<file path="config.mk">
export PLATFORM = sky130hd
export DESIGN_NAME = snr_threshold_rate_selector
export DESIGN_NICKNAME = d
export VERILOG_FILES = /design/src/rtl/str_pkg.sv /design/src/rtl/snr_threshold_rate_selector.sv /design/src/rtl/str_ram.sv /design/src/rtl/str_search.sv
export VERILOG_INCLUDE_DIRS = /design/src /design/src/rtl
export SDC_FILE = /design/constraint.sdc
export NUM_CORES = 1
export LEC_CHECK = 0
export ABC_AREA = 1
export BUFFER_PORTS_ARGS = -buffer_cell sky130_fd_sc_hd__buf_2
export CAP_MARGIN = 20
export CORE_ASPECT_RATIO = 1.75
export CORE_MARGIN = 4
export CORE_UTILIZATION = 30
export DETAILED_ROUTE_END_ITERATION = 10
export HOLD_SLACK_MARGIN = 0.06
export PLACE_DENSITY_LB_ADDON = 0.12
export SLEW_MARGIN = 20
export SYNTH_ARGS = -nofsm -noshare
export SYNTH_HDL_FRONTEND = slang
export SYNTH_HIERARCHICAL = 1
export SYNTH_SLANG_ARGS = --single-unit
</file>
<file path="constraint.sdc">
create_clock -name clk_i -period 5.4 [get_ports clk_i]
set_input_delay 0.27 -clock clk_i [delete_from_list [all_inputs] [get_ports clk_i]]
set_output_delay 0.27 -clock clk_i [all_outputs]
set_load 0.01 [all_outputs]
</file>
<file path="src/rtl/assert_macros.svh">
// Assertion macros shared by the rate selector modules.
`ifndef ASSERT_MACROS_SVH
`define ASSERT_MACROS_SVH

// Implication checked on the same clock edge, switched off while reset is held.
`define STR_ASSERT_IMP(lbl, ante, cons, msg) \
  lbl: assert property (@(posedge clk_i) disable iff (!rst_ni) (ante) |-> (cons)) \
    else $error(msg);

// Implication whose consequence is checked on the following clock edge.
`define STR_ASSERT_NXT(lbl, ante, cons, msg) \
  lbl: assert property (@(posedge clk_i) disable iff (!rst_ni) (ante) |=> (cons)) \
    else $error(msg);

`endif

</file>
<file path="src/rtl/str_pkg.sv">
// Types, constants and codes shared by the rate selector modules.
package str_pkg;

  localparam int NUM_MODES_DEF    = 16;
  localparam int NUM_STATIONS_DEF = 16;

  localparam int OP_W      = 2;
  localparam int MODE_W    = 4;
  localparam int STA_W     = 4;
  localparam int THR_W     = 16;
  localparam int RATE_W    = 33;
  localparam int CFG_W     = 16;
  localparam int CFG_IDX_W = 2;
  localparam int MODE_SPAN = 2 ** MODE_W;

  localparam int IN_TDATA_W  = 80;
  localparam int OUT_TDATA_W = 8;

  typedef enum logic [OP_W-1:0] {
    OP_WRITE = 2'd0,
    OP_DATA  = 2'd1,
    OP_RTS   = 2'd2
  } op_e;

  localparam logic [CFG_IDX_W-1:0] CFG_SUPPORTED = 2'd0;
  localparam logic [CFG_IDX_W-1:0] CFG_BASIC     = 2'd1;
  localparam logic [CFG_IDX_W-1:0] CFG_DEFAULT   = 2'd2;

  typedef struct packed {
    logic                    we;
    logic [MODE_W-1:0]       addr;
    logic signed [THR_W-1:0] thr;
    logic [RATE_W-1:0]       rate;
  } tbl_wr_t;

  typedef struct packed {
    logic                    start;
    logic                    rts;
    logic signed [THR_W-1:0] snr;
  } srch_req_t;

  typedef struct packed {
    logic              done;
    logic [MODE_W-1:0] mode;
  } srch_rsp_t;

endpackage

</file>
<file path="src/rtl/snr_threshold_rate_selector.sv">
// Top level of the SNR threshold rate selector: control, station cache and output register.
//
//   Channel  Dir  Handshake                   Content
//   s_axis   in   s_axis_tvalid/tready        table write or rate query word
//   m_axis   out  m_axis_tvalid/tready        selected mode and cache flags
//   cfg      in   cfg_we_i                    supported mask, basic mask, default mode
//
// A table write or an unused opcode goes straight to the result state, a data query
// reads the station cache first and scans only on a miss, and an RTS query scans at once.
// The scan reads the mode table memory through its single read port, one entry per cycle.
// A word is accepted only while the control is idle; the output register holds one
// finished result, so a stalled master side keeps the following result in the control,
// which takes no new word meanwhile. Reset clears all station cache valid bits at once;
// the mode table is undefined until written.
module snr_threshold_rate_selector #(
  parameter int NUM_MODES    = str_pkg::NUM_MODES_DEF,
  parameter int NUM_STATIONS = str_pkg::NUM_STATIONS_DEF
) (
  input  logic                              clk_i,
  input  logic                              rst_ni,
  input  logic                              s_axis_tvalid,
  output logic                              s_axis_tready,
  // entry_index, entry_threshold, entry_rate, station_id, link_snr, zero fill
  input  logic [str_pkg::IN_TDATA_W-1:0]    s_axis_tdata,
  // opcode
  input  logic [str_pkg::OP_W-1:0]          s_axis_tuser,
  output logic                              m_axis_tvalid,
  input  logic                              m_axis_tready,
  // mode_index, mcs_changed, from_cache, zero fill
  output logic [str_pkg::OUT_TDATA_W-1:0]   m_axis_tdata,
  input  logic                              cfg_we_i,
  input  logic [str_pkg::CFG_IDX_W-1:0]     cfg_idx_i,
  input  logic [str_pkg::CFG_W-1:0]         cfg_wdata_i
);
  import str_pkg::*;

  `include "assert_macros.svh"

  localparam int SAW = (NUM_STATIONS > 1) ? $clog2(NUM_STATIONS) : 1;

  typedef enum logic [1:0] {
    ST_IDLE,
    ST_LOOKUP,
    ST_SEARCH,
    ST_RESULT
  } state_e;

  typedef struct packed {
    logic signed [THR_W-1:0] snr;
    logic [MODE_W-1:0]       mode;
  } cache_t;

  state_e                  state_q;
  op_e                     op_q;
  logic [SAW-1:0]          sta_q;
  logic                    range_q;
  logic signed [THR_W-1:0] snr_q;
  logic [MODE_W-1:0]       prev_q;
  logic [MODE_W-1:0]       res_mode_q;
  logic                    res_chg_q;
  logic                    res_hit_q;
  logic                    out_valid_q;
  logic [MODE_W-1:0]       out_mode_q;
  logic                    out_chg_q;
  logic                    out_hit_q;
  logic [NUM_STATIONS-1:0] vld_q;
  logic [CFG_W-1:0]        supported_q;
  logic [CFG_W-1:0]        basic_q;
  logic [MODE_W-1:0]       default_q;

  op_e                     in_op;
  logic [MODE_W-1:0]       in_idx;
  logic signed [THR_W-1:0] in_thr;
  logic [RATE_W-1:0]       in_rate;
  logic [STA_W-1:0]        in_sta;
  logic signed [THR_W-1:0] in_snr;
  logic                    in_sta_ok;
  logic                    accept;
  logic                    out_free;
  logic                    hit;
  logic                    cache_vld;
  logic                    cache_we;
  cache_t                  cache_rd;
  cache_t                  cache_wr;
  tbl_wr_t                 tbl_wr;
  srch_req_t               srch_req;
  srch_rsp_t               srch_rsp;

  assign in_op   = op_e'(s_axis_tuser);
  assign in_idx  = s_axis_tdata[3:0];
  assign in_thr  = s_axis_tdata[19:4];
  assign in_rate = s_axis_tdata[52:20];
  assign in_sta  = s_axis_tdata[56:53];
  assign in_snr  = s_axis_tdata[72:57];

  assign in_sta_ok     = int'(in_sta) < NUM_STATIONS;
  assign s_axis_tready = (state_q == ST_IDLE);
  assign accept        = s_axis_tvalid && s_axis_tready;
  assign out_free      = !out_valid_q || m_axis_tready;

  assign tbl_wr.we   = accept && (in_op == OP_WRITE) && (int'(in_idx) < NUM_MODES);
  assign tbl_wr.addr = in_idx;
  assign tbl_wr.thr  = in_thr;
  assign tbl_wr.rate = in_rate;

  assign cache_vld = range_q && vld_q[sta_q];
  assign hit       = cache_vld && (cache_rd.snr == snr_q);

  // RTS queries start the scan straight from the input word, data queries
  // only after the cache lookup has missed.
  assign srch_req.start = (accept && (in_op == OP_RTS)) || ((state_q == ST_LOOKUP) && !hit);
  assign srch_req.rts   = (state_q == ST_IDLE);
  assign srch_req.snr   = (state_q == ST_IDLE) ? in_snr : snr_q;

  assign cache_we      = srch_rsp.done && (op_q == OP_DATA) && range_q;
  assign cache_wr.snr  = snr_q;
  assign cache_wr.mode = srch_rsp.mode;

  str_ram #(
    .WIDTH ($bits(cache_t)),
    .DEPTH (NUM_STATIONS)
  ) u_cache_ram (
    .clk_i   (clk_i),
    .we_i    (cache_we),
    .waddr_i (sta_q),
    .wdata_i (cache_wr),
    .re_i    (accept),
    .raddr_i (SAW'(in_sta)),
    .rdata_o (cache_rd)
  );

  str_search #(
    .NUM_MODES (NUM_MODES)
  ) u_search (
    .clk_i       (clk_i),
    .rst_ni      (rst_ni),
    .tbl_wr_i    (tbl_wr),
    .req_i       (srch_req),
    .supported_i (supported_q),
    .basic_i     (basic_q),
    .default_i   (default_q),
    .rsp_o       (srch_rsp)
  );

  always_ff @(posedge clk_i or negedge rst_ni) begin
    if (!rst_ni) begin
      state_q     <= ST_IDLE;
      op_q        <= OP_WRITE;
      sta_q       <= '0;
      range_q     <= 1'b0;
      snr_q       <= '0;
      prev_q      <= '0;
      res_mode_q  <= '0;
      res_chg_q   <= 1'b0;
      res_hit_q   <= 1'b0;
      out_valid_q <= 1'b0;
      out_mode_q  <= '0;
      out_chg_q   <= 1'b0;
      out_hit_q   <= 1'b0;
      vld_q       <= '0;
      supported_q <= '1;
      basic_q     <= CFG_W'(1);
      default_q   <= '0;
    end else begin
      if (m_axis_tvalid && m_axis_tready && (state_q != ST_RESULT)) begin
        out_valid_q <= 1'b0;
      end
      if (cfg_we_i) begin
        unique case (cfg_idx_i)
          CFG_SUPPORTED: supported_q <= cfg_wdata_i;
          CFG_BASIC:     basic_q     <= cfg_wdata_i;
          CFG_DEFAULT:   default_q   <= cfg_wdata_i[MODE_W-1:0];
          default: ;
        endcase
      end
      unique case (state_q)
        ST_IDLE: begin
          if (accept) begin
            op_q       <= in_op;
            sta_q      <= SAW'(in_sta);
            range_q    <= in_sta_ok;
            snr_q      <= in_snr;
            res_mode_q <= '0;
            res_chg_q  <= 1'b0;
            res_hit_q  <= 1'b0;
            unique case (in_op)
              OP_DATA: state_q <= ST_LOOKUP;
              OP_RTS:  state_q <= ST_SEARCH;
              default: state_q <= ST_RESULT;
            endcase
          end
        end
        ST_LOOKUP: begin
          prev_q <= cache_vld ? cache_rd.mode : default_q;
          if (hit) begin
            res_mode_q <= cache_rd.mode;
            res_hit_q  <= 1'b1;
            state_q    <= ST_RESULT;
          end else begin
            state_q <= ST_SEARCH;
          end
        end
        ST_SEARCH: begin
          if (srch_rsp.done) begin
            res_mode_q <= srch_rsp.mode;
            res_chg_q  <= cache_we && (prev_q != srch_rsp.mode);
            if (cache_we) begin
              vld_q[sta_q] <= 1'b1;
            end
            state_q <= ST_RESULT;
          end
        end
        ST_RESULT: begin
          if (out_free) begin
            out_mode_q  <= res_mode_q;
            out_chg_q   <= res_chg_q;
            out_hit_q   <= res_hit_q;
            out_valid_q <= 1'b1;
            state_q     <= ST_IDLE;
          end
        end
        default: state_q <= ST_IDLE;
      endcase
    end
  end

  assign m_axis_tvalid = out_valid_q;
  assign m_axis_tdata  = {2'b00, out_hit_q, out_chg_q, out_mode_q};

  `STR_ASSERT_IMP(a_done_in_search, srch_rsp.done, state_q == ST_SEARCH, "Scan result out of turn.")
  `STR_ASSERT_IMP(a_hit_no_change, m_axis_tvalid, !(out_hit_q && out_chg_q), "Cached word flagged as changed.")

endmodule

</file>
<file path="src/rtl/str_ram.sv">
// Generic single-port-write, single-port-read RAM with a registered read.
module str_ram #(
  parameter int WIDTH = 8,
  parameter int DEPTH = 16,
  localparam int AW = (DEPTH > 1) ? $clog2(DEPTH) : 1
) (
  input  logic             clk_i,
  input  logic             we_i,
  input  logic [AW-1:0]    waddr_i,
  input  logic [WIDTH-1:0] wdata_i,
  input  logic             re_i,
  input  logic [AW-1:0]    raddr_i,
  output logic [WIDTH-1:0] rdata_o
);

  logic [WIDTH-1:0] mem_q [DEPTH];
  logic [WIDTH-1:0] rdata_q;

  always_ff @(posedge clk_i) begin
    if (we_i) begin
      mem_q[waddr_i] <= wdata_i;
    end
    if (re_i) begin
      rdata_q <= mem_q[raddr_i];
    end
  end

  assign rdata_o = rdata_q;

endmodule

</file>
<file path="src/rtl/str_search.sv">
// Mode table memory and the scan unit that walks it one entry per cycle.
module str_search #(
  parameter int NUM_MODES = str_pkg::NUM_MODES_DEF
) (
  input  logic                        clk_i,
  input  logic                        rst_ni,
  input  str_pkg::tbl_wr_t            tbl_wr_i,
  input  str_pkg::srch_req_t          req_i,
  input  logic [str_pkg::CFG_W-1:0]   supported_i,
  input  logic [str_pkg::CFG_W-1:0]   basic_i,
  input  logic [str_pkg::MODE_W-1:0]  default_i,
  output str_pkg::srch_rsp_t          rsp_o
);
  import str_pkg::*;

  `include "assert_macros.svh"

  localparam int MODE_LIMIT = (NUM_MODES < MODE_SPAN) ? NUM_MODES : MODE_SPAN;
  localparam int TAW = (NUM_MODES > 1) ? $clog2(NUM_MODES) : 1;
  localparam int CW = $clog2(MODE_LIMIT + 1);

  logic                    busy_q;
  logic                    rts_q;
  logic signed [THR_W-1:0] snr_q;
  logic [CW-1:0]           cnt_q;
  logic                    vld_q;
  logic [MODE_W-1:0]       m_q;
  logic [MODE_W-1:0]       best_mode_q;
  logic [RATE_W-1:0]       best_rate_q;
  logic signed [THR_W-1:0] best_thr_q;

  logic                      issue;
  logic                      take;
  logic                      done;
  logic [THR_W+RATE_W-1:0]   rdata;
  logic signed [THR_W-1:0]   rd_thr;
  logic [RATE_W-1:0]         rd_rate;

  str_ram #(
    .WIDTH (THR_W + RATE_W),
    .DEPTH (NUM_MODES)
  ) u_tbl_ram (
    .clk_i   (clk_i),
    .we_i    (tbl_wr_i.we),
    .waddr_i (TAW'(tbl_wr_i.addr)),
    .wdata_i ({tbl_wr_i.rate, tbl_wr_i.thr}),
    .re_i    (issue),
    .raddr_i (TAW'(cnt_q)),
    .rdata_o (rdata)
  );

  assign rd_thr  = rdata[THR_W-1:0];
  assign rd_rate = rdata[THR_W +: RATE_W];

  assign issue = busy_q && (cnt_q != CW'(MODE_LIMIT));
  assign done  = busy_q && !issue && !vld_q;

  // Data queries keep the fastest qualifying mode other than mode zero; RTS
  // queries keep the basic mode with the highest positive threshold.
  always_comb begin
    if (rts_q) begin
      take = vld_q && basic_i[m_q] && (rd_thr > best_thr_q) && (rd_thr < snr_q);
    end else begin
      take = vld_q && (m_q != '0) && supported_i[m_q] &&
             (rd_rate > best_rate_q) && (rd_thr < snr_q);
    end
  end

  always_ff @(posedge clk_i or negedge rst_ni) begin
    if (!rst_ni) begin
      busy_q      <= 1'b0;
      rts_q       <= 1'b0;
      snr_q       <= '0;
      cnt_q       <= '0;
      vld_q       <= 1'b0;
      m_q         <= '0;
      best_mode_q <= '0;
      best_rate_q <= '0;
      best_thr_q  <= '0;
    end else if (req_i.start) begin
      busy_q      <= 1'b1;
      rts_q       <= req_i.rts;
      snr_q       <= req_i.snr;
      cnt_q       <= '0;
      vld_q       <= 1'b0;
      best_mode_q <= default_i;
      best_rate_q <= '0;
      best_thr_q  <= '0;
    end else if (busy_q) begin
      vld_q <= issue;
      if (issue) begin
        m_q   <= MODE_W'(cnt_q);
        cnt_q <= cnt_q + CW'(1);
      end
      if (take) begin
        best_mode_q <= m_q;
        best_rate_q <= rd_rate;
        best_thr_q  <= rd_thr;
      end
      if (done) begin
        busy_q <= 1'b0;
      end
    end
  end

  assign rsp_o.done = done;
  assign rsp_o.mode = best_mode_q;

  `STR_ASSERT_IMP(a_start_when_free, req_i.start, !busy_q, "Scan started while busy.")
  `STR_ASSERT_NXT(a_done_frees, done && !req_i.start, !busy_q && !vld_q, "Scan did not end.")

endmodule

</file>
# Word level (Yosys, flattened, before mapping)

Memories as Yosys holds them, arrays and structs flattened. A register that Yosys moved wholly into a read port is not among the register bits.
Cells that the tools add are included.

$add $sub $neg: 1
Order comparisons: 6
Equal/unequal tests: 16
Mux-type cells: 50
Bitwise logic cells: 2
Reductions and logical operators: 51

Operators with widths:

| operator                                            | count |
|---|---|
| 2-to-1 mux 33 bit                                   | 3 |
| 2-to-1 mux 16 bit                                   | 4 |
| > comparator 33 bit                                 | 1 |
| 2-to-1 mux 4 bit                                    | 7 |
| logical AND 1 bit                                   | 22 |
| 2-to-1 mux 1 bit                                    | 21 |
| equality test 16 bit                                | 1 |
| > comparator 16 bit                                 | 1 |
| < comparator 16 bit                                 | 1 |
| OR 16 bit                                           | 1 |
| 2-to-1 mux 5 bit                                    | 3 |
| AND reduction 3 bit                                 | 5 |
| AND reduction 2 bit                                 | 7 |
| binary-select mux 1 bit (select 4 bit)              | 3 |
| case mux 4 bit (3 select lines)                     | 1 |
| < comparator 4 x 5 -> 1 bit, second input constant  | 2 |
| nonzero test 2 bit                                  | 5 |
| equality test 2 x 1 -> 1 bit, second input constant | 4 |
| equality test 2 bit, second input constant          | 4 |
| case mux 2 bit (4 select lines)                     | 1 |
| zero test 2 bit                                     | 3 |
| 2-to-1 mux 2 bit                                    | 3 |
| inequality test 2 bit, second input constant        | 3 |
| adder 5 x 1 -> 5 bit, second input constant         | 1 |
| 13 further kinds                                    | 19 |

Bits in registers: 175
RAM bits: 1104
Input bits: 105
Output and inout port bits: 10
Word-level logic and storage cells: 154
Memories: 2

Memories:

| memory                   | depth | width | rd ports | clocked after memory_dff | wr ports | line          | text |
|---|---|---|---|---|---|---|---|
| u_search.u_tbl_ram.mem_q | 16    | 49    | 1        | 1                        | 1        | str_ram.sv:16 | `logic [WIDTH-1:0] mem_q [DEPTH];` |
| u_cache_ram.mem_q        | 16    | 20    | 1        | 1                        | 1        | str_ram.sv:16 |  |

# Depth between registers and ports, before layout

Gate-level depths: netlist of run 1.

Word-level depth: 10
Depth in mapped cells: 20
Mapped depth without buffers: 19

# Cells and area by module

The synthesis of run 1 kept the hierarchy.

By module, submodules not included:

| module                        | times used | cells an instance | area an instance (um^2) | seq. area each (um^2) |
|---|---|---|---|---|
| str_ram at u_search.u_tbl_ram | 1          | 3231              | 35197.5                 | 25014.0 |
| str_ram at u_cache_ram        | 1          | 1338              | 14393.8                 | 10209.8 |
| str_search                    | 1          | 858               | 5830.6                  | 2026.9 |
| snr_threshold_rate_selector   | 1          | 552               | 4536.9                  | 2373.5 |

# Worst setup path before layout of run 1

Ideal clock, no wire load.

Kind: register to register
Start point: reg state_q[0]
End point: mem u_search/u_tbl_ram/mem_q[12][0] (netlist bit) (enable)
Setup time: 456 ps
Data arrival time: 3539 ps
Data required time: 4944 ps
Slack: 1405 ps
Cell stages (with the launch flop): 9
Path buffers: 0
Period minus slack after synthesis: 3995 ps
Cells stage by stage: dfrtp_1 > inv_1 > ha_1 > nand2_1 > nor2_1 > inv_1 > nor2_1 > nand3_1 > nor2_1

RTL lines:

| what                   | line                               | text |
|---|---|---|
| from (decl)            | snr_threshold_rate_selector.sv:53  | `state_e state_q;` |
| from (signal assigned) | snr_threshold_rate_selector.sv:147 | `state_q <= ST_IDLE;` |
| from (signal assigned) | snr_threshold_rate_selector.sv:187 | `OP_DATA: state_q <= ST_LOOKUP;` |
| from (signal assigned) | snr_threshold_rate_selector.sv:188 | `OP_RTS: state_q <= ST_SEARCH;` |
| to (decl)              | str_ram.sv:16                      |  |

==> impl_results.md, run 1 <==
- Routed vias: 39,900
- Design area: just under 70,000 µm²
- Syn avg cell area: 10.0 µm²
- PwrDens: 469 nW/µm²
- Final HPWL DP: just under 100,000 µm
- CTS Buf Count: 147
- DR iter-0 viols: between 2,000 and 2,500
- Initial Util: 0.302
- Initial antenna violation count: 16
- Root Buffer Master: clkbuf_16
- Postcts setup bufs: 0
- CP max FO: 17
- Area of the mapped netlist: 60,000 µm²
- Routability congestion estimate: 0.737
- H-tree depth: 4
- Via density: about 4.5
- Min-Delay Path Class: in2reg
- WL/cell: approximately 20 µm
- Fmax: about 0.27 GHz
- CP Capture Type: register
- Total die area: 207,000 µm²
- Worst Skew: 0.0391 ns
- Worst setup SP type: register
- Number of flops mapped to enable cells by yosys: between 1,000 and 1,500
- Most area-consuming cells after synthesis: edfxtp_1, nand2_1, nand3_1
- Yosys cell types: 38
- Core region area: roughly 200,000 µm²
- RSZ-0062 raised after global routing: no
- Global-route wire length before repair: 259,000 µm
- Share of layout cells above drive strength 1: 0.0775
- Area growth syn-to-layout: 14.6%
- Final Hold Violating Endpoints: 0
- Die Wd: 346 µm
- Power Total: 32.3 mW
- Clock Pin Slew Worst Setup and Hold Paths: 0.07 ns
- Yosys warns: 6
- Die height: 599 µm
- Sequential share of the synthesized area: 0.661
- DRC: 0
- Most common cell in the netlist: nand2_1
- Placed cell areas: 63,400 µm²
- I/O pins: 115
- Drt pass-1 iters: 5
- #FFs+latches synth: 1,348
- Total gr overflow: 0
- Num Clock Sinks: 1,348
- Final TNS setup: 0 ns
- Total GRT Usage: 0.166
- CTS tree: built
- Hold Slack: 0.0958 ns
- Share of flip-flops with an asynchronous set or reset: 0.130
- Arrival @ worst endpoint: about 4.2 ns
- Worst-margin pin slew: around 1.1 ns
- Synth top area share: 0.587
- Leakage: 29.7 nW
- Final setup vio count: 0
- CTS max path bufs: 4
- Vias in the first global route: 39,200
- Hold Crit Depth: 3
- Syn Inst Count: 5,979
- Critical Path RT: 5.88 ns
- Buffers added on ports: 105
- Largest net degree at the start of global routing: around 180
- Final net count: about 6,300
- Max-Slew Margin vs Limit: 0.266
- Final core utilization: 0.346
- Number of max-cap violations: 0
- Routed wire length: 175,000 µm
- Setup CP Type: reg2reg
- Slew Viols, Final: 0
- Top FF cell, synth: edfxtp_1
- Status: completed
- Final ANT Viol Nets: 0
- Worst Reg-to-Reg Cells: 9
- Synth top cells by count: nand2_1, edfxtp_1, inv_1
- Max rail drop VDD: roughly 0.00046 V
- Largest area contributor in the netlist: edfxtp_1
- Crit share post-route: 0.690
- Period minus WS final: 3.73 ns
- Core Rows: 216
- Insertion delay to the later sink of the worst-skew pair: about 0.79 ns
[final timing paths]
path	from	endpoint	slack, ns
worst max-delay path	state_q[1]$_DFFE_PN0P_	u_search/u_tbl_ram/mem_q[5][18]$_DFFE_PP_	1.67
worst min register to register	res_mode_q[1]$_DFFE_PN0P_	res_mode_q[1]$_DFFE_PN0P_	0.47
min in group asynchronous	rst_ni	u_search/cnt_q[0]$_DFFE_PN0P_	0.53
worst max register to register	state_q[1]$_DFFE_PN0P_	u_search/u_tbl_ram/mem_q[5][18]$_DFFE_PP_	1.67
worst min-delay path	cfg_we_i	default_q[1]$_DFFE_PN0P_	0.1
max in group asynchronous	rst_ni	snr_q[2]$_DFFE_PN0P_	3.80
[registers in the layout (all words and copies together) (netlist names), 5 cells and up]
register                    cells
u_search/u_tbl_ram/mem_q      784
u_cache_ram/mem_q             320
u_search/u_tbl_ram/rdata_o     49
u_search/best_rate_q           33
u_cache_ram/rdata_o            20
basic_q                        16
snr_q                          16
supported_q                    16
u_search/best_thr_q            16
u_search/snr_q                 16
vld_q                          16
u_search/cnt_q                  5
[critical path: stages (launching register included)]
cell and delay [ns]:
dfrtp_1 0.42, inv_1 0.11, ha_2 0.20, nand2_1 0.06, nor2_1 0.18, inv_1 0.12, nor2_1 0.63, nand3b_1 0.45
nor2_4 0.91, buf_12 0.27
[routing by layer]
| metal | part of all wire | global-route usage | vias to the layer above |
|---|---|---|---|
| li1 | - | - | 19500 |
| met1 | 0.41 | 0.198 | 19500 |
| met2 | 0.52 | 0.307 | 605 |
| met3 | 0.032 | 0.0217 | 281 |
| met4 | 0.032 | 0.0516 | 14 |
| met5 | 0.00048 | 0 | - |
[cell type report]
type / count / area (µm²)
Timing Repair Buffer: 291 / 2550
Sequential cell: 1348 / 39600
Inverter: 1066 / 4030
Clock buffer: 187 / 3880
Tap cell: 2616 / 3270
Fill cell: 20000 / 130000
Clock inverter: 65 / 553
Antenna cell: 4 / 10.0
Multi-Input combinational cell: 3285 / 14800
[cell usage in the layout, fill, tap and decap left out, drive strengths merged, types with 4 or more instances in the layout]
cell type / Yosys / final
nor2: 149 / 149
diode: 0 / 4
clkbuf: 55 / 188
dfrtp: 158 / 158
dfstp: 17 / 17
inv: 1065 / 1066
ha: 71 / 71
clkinv: 1 / 57
nor3: 7 / 7
bufinv: 0 / 8
nand3: 910 / 910
dlygate4sd3: 0 / 87
edfxtp: 1173 / 1173
nand2: 1931 / 1931
buf: 226 / 203
o21bai: 19 / 19
xnor2: 13 / 13
o21ai: 114 / 114
mux2: 6 / 6
nand4: 5 / 5
a21oi: 43 / 43
[through the flow]
stage                     std cells  worst slack (ns)
after global routing           8860              1.50
final                          8862              1.67
after floorplan                5980              1.41
after global placement         8516              1.72
after CTS                      8858              1.63
after detailed placement       8518              1.66
[kinds of logic (layout without fill, tap and decap cells)]
logic type,Yosys count,after routing,share of synthesized area
AOI/OAI and AO/OA,185,185,0.0166
xor gates and xnor gates,15,15,0.00219
adders and majority gates,71,71,0.0148
buffers and inverters,1347,1609,0.0954
DFF,1348,1348,0.661
muxes,6,6,0.00113
other,1,6,0.0000625
and+or+nand+nor,3006,3006,0.209
[timing repair]
item                                   4_1_cts  5_1_grt
endpoints found under the hold margin      912        0
gates resized for setup                      0        0
hold buffers                                88        0
[power breakdown]
group	leakage, nW	switching, mW	internal, mW
clock network	2.18	4.13	5.46
registers	12.8	0.918	12.5
logic	14.7	6.53	2.69
No activity file was read; power rests on OpenSTA's default activity.
==> inputs of run 2 (changes only) <==
--- a/config.mk
+++ b/config.mk
@@ -6,7 +6,7 @@
 export SDC_FILE = /design/constraint.sdc
 export NUM_CORES = 1
 export LEC_CHECK = 0
-export ABC_AREA = 1
+export ABC_AREA = 0
 export BUFFER_PORTS_ARGS = -buffer_cell sky130_fd_sc_hd__buf_2
 export CAP_MARGIN = 20
 export CORE_ASPECT_RATIO = 1.75
==> constraint.sdc (replaced) <==
create_clock -name clk_i -period 3.35 [get_ports clk_i]
set_input_delay 0.1675 -clock clk_i [delete_from_list [all_inputs] [get_ports clk_i]]
set_output_delay 0.1675 -clock clk_i [all_outputs]
set_load 0.01 [all_outputs]
==> run 2 against run 1 <==
- largest power group unchanged
- worst setup slack got worse by 1.6 ns
- area after synthesis decreased by 11%
- routed wire length decreased by 20%
- via count decreased by 34%
- combinational power increased by 32%
- critical path depth unchanged
- largest cell class unchanged
- die area decreased by 11%
==> impl_results.md, run 2 <==
- Largest area contributor in the netlist: edfxtp_1
- PwrDens: 773 nW/µm² (+65%)
- Design area: 63,700 µm² (-7.4%)
- Slew Viols, Final: 0 (unchanged)
- Via density: 4.82 (+7.1%)
- Layout Cells excl Fill: 5,503 (-38%)
- Syn avg cell area: 20.0 µm² (+99%)
- DR iter-0 viols: 1,654 (-33%)
- Routability congestion estimate: 0.725 (-1.6%)
- Biggest register: u_search/u_tbl_ram/mem_q
- CP Capture Type: register
- Total GRT Usage: 0.152 (-0.0135)
- Die height: 565 µm (-5.7%)
- Status: completed
- Total die area: 185,000 µm² (-11%)
- Initial antenna violation count: 17 (+1)
- Vias in the first global route: 29,200 (-25%)
- Core Rows: 204 (-5.6%)
- I/O pins: 115 (unchanged)
- Final Hold Violating Endpoints: 0 (unchanged)
- Fmax: 0.307 GHz (+15%)
- Top FF cell, synth: edfxtp_1
- Largest net degree at the start of global routing: 133 (-27%)
- Yosys cell types: 64 (+68%)
- H-tree depth: 4 (unchanged)
- Most frequent cells in the layout: edfxtp_1, mux4_2, dfrtp_1
- Final setup vio count: 0 (unchanged)
- Max-Slew Margin vs Limit: 0.251 (-0.0150)
- Initial Util: 0.302 (-0.000449)
- Hold Slack: 0.117 ns (+0.0208 ns)
- Most common cell in the netlist: edfxtp_1
- DRC: 0 (unchanged)
- RSZ-0062 raised after global routing: no
- Setup CP Type: reg2reg
- Postcts setup bufs: 0 (unchanged)
- Power Total: 49.2 mW (+53%)
- CTS Buf Count: 143 (-2.7%)
- # fillers: 16,300 (-18%)
- Worst Skew: 0.0651 ns (+0.0260 ns)
- Root Buffer Master: clkbuf_16
- Worst-margin pin slew: 1.12 ns (+0.0225 ns)
- Most area-consuming cells after synthesis: edfxtp_1, mux4_2, dfrtp_1
- Placed cells: 5,147 (-40%)
- Placed cell areas: 58,000 µm² (-8.5%)
- CTS max path bufs: 4 (unchanged)
- Sequential share of the synthesized area: 0.744 (+0.0835)
- Drt pass-1 iters: 5 (unchanged)
- Min-Delay Path Class: in2async
- Final ANT Viol Nets: 0 (unchanged)
- Synth top cells by count: edfxtp_1, mux4_2, dfrtp_1
- Share of layout cells above drive strength 1: 0.285 (+0.208)
- Final HPWL DP: 84,400 µm (-13%)
- Syn Inst Count: 2,668 (-55%)
- Setup slack of the most critical reg-to-reg path: 0.1 ns (-1.58 ns)
- R2R Path End: u_search/best_mode_q[1]$_DFFE_PN0P_
- Critical Path RT: 3.98 ns (-1.90 ns)
- Die Wd: 326 µm (-5.6%)
- Worst setup SP type: register
- CTS tree: built
- #FFs+latches synth: 1,348 (unchanged)
- Synth top area share: 0.662 (+0.0742)
- Leakage: 21.6 nW (-27%)
- Share of flip-flops with an asynchronous set or reset: 0.130 (unchanged)
- Commonest non-fill, non-tap cell in the layout: edfxtp_1
- Area of the mapped netlist: 53,200 µm² (-11%)
- Core region area: 176,000 µm² (-11%)
- Total gr overflow: 0 (unchanged)
- WL/cell: 25.5 µm (+29%)
- Max rail drop VDD: 0.000682 V (+48%)
- Insertion delay to the later sink of the worst-skew pair: 0.80 ns (about the same)
- Largest register FFs: 784 (unchanged)
- Clock Pin Slew Worst Setup and Hold Paths: 0.06 ns (about the same)
- Final net count: 3,198 (-49%)
- Buffers added on ports: 105 (unchanged)
- CP max FO: 6 (-11)
- Yosys warns: 6 (unchanged)
- Final WS setup: 0.0958 ns (-1.58 ns)
- Routed wire length: 140,000 µm (-20%)
- Worst Reg-to-Reg Cells: 9 (unchanged)
- Global-route wire length before repair: 205,000 µm (-21%)
- Number of flops mapped to enable cells by yosys: 1,173 (unchanged)
- Worst r2r src: u_search/u_tbl_ram/rdata_o[27]$_DFFE_PP_
- Num Clock Sinks: 1,348 (unchanged)
- Routed vias: 26,500 (-34%)
- Period minus WS final: 3.25 ns (-0.473 ns)
- Area growth syn-to-layout: 19.6%
- Post-Place Worst Slack: -0.0735 ns (-1.74 ns)
- Arrival @ worst endpoint: 3.88 ns (-0.33 ns)
- Crit share post-route: 0.971 (+0.281)
- Number of max-cap violations: 0 (unchanged)
==> run 2: timing repair <==
action | 4_1_cts | 5_1_grt
setup endpoints to repair | 37 | 46
hold buffers | 99 | 0
pin swaps | 0 | 1
gates resized for setup | 1 | 2
hold endpoints to repair | 968 | 0
==> run 2: worst max-delay path, stage by stage (launching register included) <==
cell      delay [ns]
edfxtp_1        0.39
ha_1            0.33
a21oi_1         0.15
a21boi_0        0.14
o311ai_0        0.85
a31oi_1         0.27
o21ai_4         0.20
buf_12          0.15
mux2_2          0.34
mux2_2          0.26
==> run 2: area by class of cell <==
class	count	area, µm²	area share
antenna	9	22.5	0.000354
clock buffer	184	3930	0.0618
multi-input combinational	1113	12900	0.202
inverter	79	297	0.00466
sequential	1348	39600	0.623
tap	2369	2960	0.0466
clock inverter	64	699	0.0110
timing repair buffer	337	3230	0.0507
==> run 2: kinds of logic after synthesis <==
logic type | count (synthesis) | synth area share
DFF | 1348 | 0.744
muxes | 433 | 0.153
and+or+nand+nor | 322 | 0.0284
AOI/OAI and AO/OA | 261 | 0.0352
buffers and inverters | 208 | 0.0188
adders and majority gates | 71 | 0.0167
xor gates and xnor gates | 24 | 0.00395
other | 1 | 0.0000704
==> run 2: metrics by stage <==
| stage | utilization | setup TNS, ns |
|---|---|---|
| finish | 0.361 | 0 |
| global route | 0.361 | 0 |
| CTS | 0.361 | 0 |
| detailed placement | 0.329 | -0.425 |
| global placement | 0.329 | -2.39 |
| floorplan | - | -1.07 |
==> run 2: worst max path at each step <==
stage / startpoint / end / slack [ns]
after floorplan: state_q[0]$_DFFE_PN0P_ / u_search/u_tbl_ram/mem_q[0][0]$_DFFE_PP_ / -0.02
after global placement: u_search/u_tbl_ram/rdata_o[12]$_DFFE_PP_ / u_search/best_mode_q[1]$_DFFE_PN0P_ / -0.13
after detailed placement: u_search/u_tbl_ram/rdata_o[12]$_DFFE_PP_ / u_search/best_mode_q[1]$_DFFE_PN0P_ / -0.07
after CTS: u_search/u_tbl_ram/rdata_o[12]$_DFFE_PP_ / u_search/best_mode_q[1]$_DFFE_PN0P_ / 0.001
after global routing: u_search/u_tbl_ram/rdata_o[12]$_DFFE_PP_ / u_search/best_mode_q[3]$_DFFE_PN0P_ / 0.02
final: u_search/u_tbl_ram/rdata_o[27]$_DFFE_PP_ / u_search/best_mode_q[1]$_DFFE_PN0P_ / 0.1
==> run 2: per-layer routing <==
metal  vias up  track usage  part of all wire  wire length [µm]
met1     14200        0.176              0.38             53900
met4         6       0.0444             0.026              3720
met3       200       0.0258             0.040              5600
met5         -            0           0.00021                29
met2       508        0.288              0.55             77200
li1      11600            -                 -                 -
==> run 2: power breakdown <==
group          internal, mW  switching (mW)  total [mW]
Combinational          5.35            6.86        12.2
Sequential             20.2           0.956        21.2
Clock                  9.31            6.49        15.8
==> inputs of run 3 (changes only) <==
==> constraint.sdc (replaced) <==
create_clock -name clk_i -period 3.35 [get_ports clk_i]
set_input_delay 0.335 -clock clk_i [delete_from_list [all_inputs] [get_ports clk_i]]
set_output_delay 0.335 -clock clk_i [all_outputs]
set_load 0.01 [all_outputs]
==> run 3 against run 2 <==
- hold slack improved by 0.055 ns
- clock-buffer cell count increased by 5
- routed wire length decreased by 1.2%
- largest power group unchanged
==> impl_results.md, run 3 (synthesis gave the netlist of run 2 again) <==
- Status: completed
- Hold Crit Depth: 2
- I/O pins: 115 (unchanged)
- Arrival @ worst endpoint: 3.81 ns (-0.07 ns)
- Final ANT Viol Nets: 0 (unchanged)
- Critical Path RT: 3.97 ns (about the same)
- Setup CP Type: reg2reg
- Post-Place Worst Slack: -0.0811 ns (-0.00762 ns)
- Fmax: 0.313 GHz (+1.9%)
- Setup slack of the most critical reg-to-reg path: 0.16 ns (+0.06 ns)
- Final setup vio count: 0 (unchanged)
- CP max FO: 9 (+3)
- Total gr overflow: 0 (unchanged)
- CP Capture Type: register
- Worst Skew: 0.0505 ns (-0.0146 ns)
- Share of layout cells above drive strength 1: 0.277 (-0.00831)
- Largest net degree at the start of global routing: 112 (-16%)
- Most frequent cells in the layout: edfxtp_1, mux4_2, dfrtp_1
- Die Wd: 326 µm (unchanged)
- Placed cell areas: 57,900 µm² (-0.12%)
- Core Rows: 204 (unchanged)
- Clock Pin Slew Worst Setup and Hold Paths: 0.06 ns (about the same)
- Worst-margin pin slew: 0.931 ns (-0.193 ns)
- Insertion delay to the later sink of the worst-skew pair: 0.78 ns (-0.02 ns)
- CTS tree: built
- Via density: 4.82 (about the same)
- Worst r2r src: u_search/m_q[0]$_DFFE_PN0P_
- Routability congestion estimate: 0.744 (+2.5%)
- Hold Slack: 0.172 ns (+0.0550 ns)
- Slew Viols, Final: 0 (unchanged)
- Total die area: 185,000 µm² (unchanged)
- Worst Reg-to-Reg Cells: 10 (+1)
- Crit share post-route: 0.953 (-0.0181)
- H-tree depth: 4 (unchanged)
- Num Clock Sinks: 1,348 (unchanged)
- Initial Util: 0.302 (unchanged)
- Max-Slew Margin vs Limit: 0.378 (+0.127)
- WL/cell: 25.4 µm (-0.60%)
- PwrDens: 766 nW/µm² (-0.82%)
- Commonest non-fill, non-tap cell in the layout: edfxtp_1
- Drt pass-1 iters: 5 (unchanged)
- Die height: 565 µm (unchanged)
- Period minus WS final: 3.19 ns (-0.0608 ns)
- DRC: 0 (unchanged)
- Design area: 63,300 µm² (-0.58%)
- Biggest register: u_search/u_tbl_ram/mem_q
- Routed vias: 26,400 (-0.55%)
- Routed wire length: 139,000 µm (-1.2%)
- CTS Buf Count: 143 (unchanged)
- RSZ-0062 raised after global routing: no
- Buffers added on ports: 105 (unchanged)
- Leakage: 21.4 nW (-0.98%)
- Worst Setup SP: u_search/m_q[0]$_DFFE_PN0P_
- Final Hold Violating Endpoints: 0 (unchanged)
- Core region area: 176,000 µm² (unchanged)
- CTS max path bufs: 4 (unchanged)
- Initial antenna violation count: 13 (-4)
- Final HPWL DP: 82,100 µm (-2.8%)
- Total GRT Usage: 0.149 (-0.00266)
- Root Buffer Master: clkbuf_16
- Vias in the first global route: 29,100 (-0.51%)
- # fillers: 16,300 (+0.40%)
- Largest register FFs: 784 (unchanged)
- Area growth syn-to-layout: 18.9%
- Final WS setup: 0.157 ns (+0.0608 ns)
- Global-route wire length before repair: 201,000 µm (-1.8%)
- Max rail drop VDD: 0.000489 V (-28%)
- Min-Delay Path Class: in2reg
- Final net count: 3,175 (-0.72%)
- DR iter-0 viols: 1,625 (-1.8%)
- Hold path startpoint: s_axis_tdata[54]
- Number of max-cap violations: 0 (unchanged)
- Worst setup SP type: register
==> run 3: changes by cell type in the layout (fill, tap and decap cells not counted), moves of 3 or more <==
| cell | delta |
|---|---|
| buf_4 | -18 |
| clkbuf_1 | +13 |
| clkinv_2 | -10 |
| dlygate4sd3_1 | -9 |
| inv_6 | +9 |
| clkinv_4 | -5 |
| clkbuf_16 | -4 |
| clkinvlp_4 | -4 |
| buf_12 | +3 |
| clkbuf_4 | -3 |
| clkinv_1 | +3 |
| diode_2 | -3 |
==> run 3: final timing paths <==
check / end
hold / removal: sta_q[1]$_DFFE_PN0P_
min in group asynchronous: snr_q[2]$_DFFE_PN0P_
setup reg to reg: u_search/best_mode_q[1]$_DFFE_PN0P_
max in group asynchronous: u_search/m_q[1]$_DFFE_PN0P_
hold reg to reg: vld_q[0]$_DFFE_PN0P_
setup / recovery: u_search/best_mode_q[1]$_DFFE_PN0P_
==> run 3: where the power goes <==
part	total, mW	internal [mW]	switching [mW]
Clock	15.3	8.92	6.41
Combinational	12.0	5.25	6.74
Sequential	21.2	20.2	0.953
==> run 3: final cells by class <==
cell class / instances / area [µm²] / area share
clock inverters: 53 / 573 / 0.00905
repair buffers: 314 / 3080 / 0.0486
clock buffers: 189 / 3840 / 0.0607
inverters: 79 / 297 / 0.00468
multi-input cells: 1113 / 12900 / 0.204
well taps: 2369 / 2960 / 0.0468
diodes: 6 / 15.0 / 0.000237
flip-flops and latches: 1348 / 39600 / 0.626
==> run 3: timing repair <==
item,CTS,global route
hold buffers,90,0
pin swaps,0,1
gates resized for setup,2,5
endpoints found under the setup margin,41,50
gates cloned,0,0
setup buffers,0,0
endpoints found under the hold margin,938,0
==> run 3: per-stage QoR <==
stage	power [mW]	cells	util	TNS (ns)
final	48.5	5471	0.359	0
after global routing	51.1	5468	0.359	0
after CTS	49.5	5465	0.359	0
after detailed placement	33.8	5133	0.329	-1.30
after global placement	33.5	5133	0.329	-3.25
after floorplan	29.4	2669	-	-1.07
==> run 3: per-layer routing <==
metal / wire length, µm / global-route usage / up-vias
met1: 52600 / 0.170 / 14100
li1: - / - / 11500
met2: 76600 / 0.286 / 516
met5: 53 / 0 / -
met3: 5310 / 0.0237 / 211
met4: 4210 / 0.0463 / 8
==> run 3: critical path: stages, from the launching register on <==
cell       delay [ns]
dfrtp_1          0.41
buf_12           0.17
mux4_2           0.53
mux4_2           0.56
inv_1            0.21
a2111oi_1        0.12
buf_4            0.17
o21ai_4          0.15
buf_12           0.15
mux2_2           0.32
mux2_2           0.27
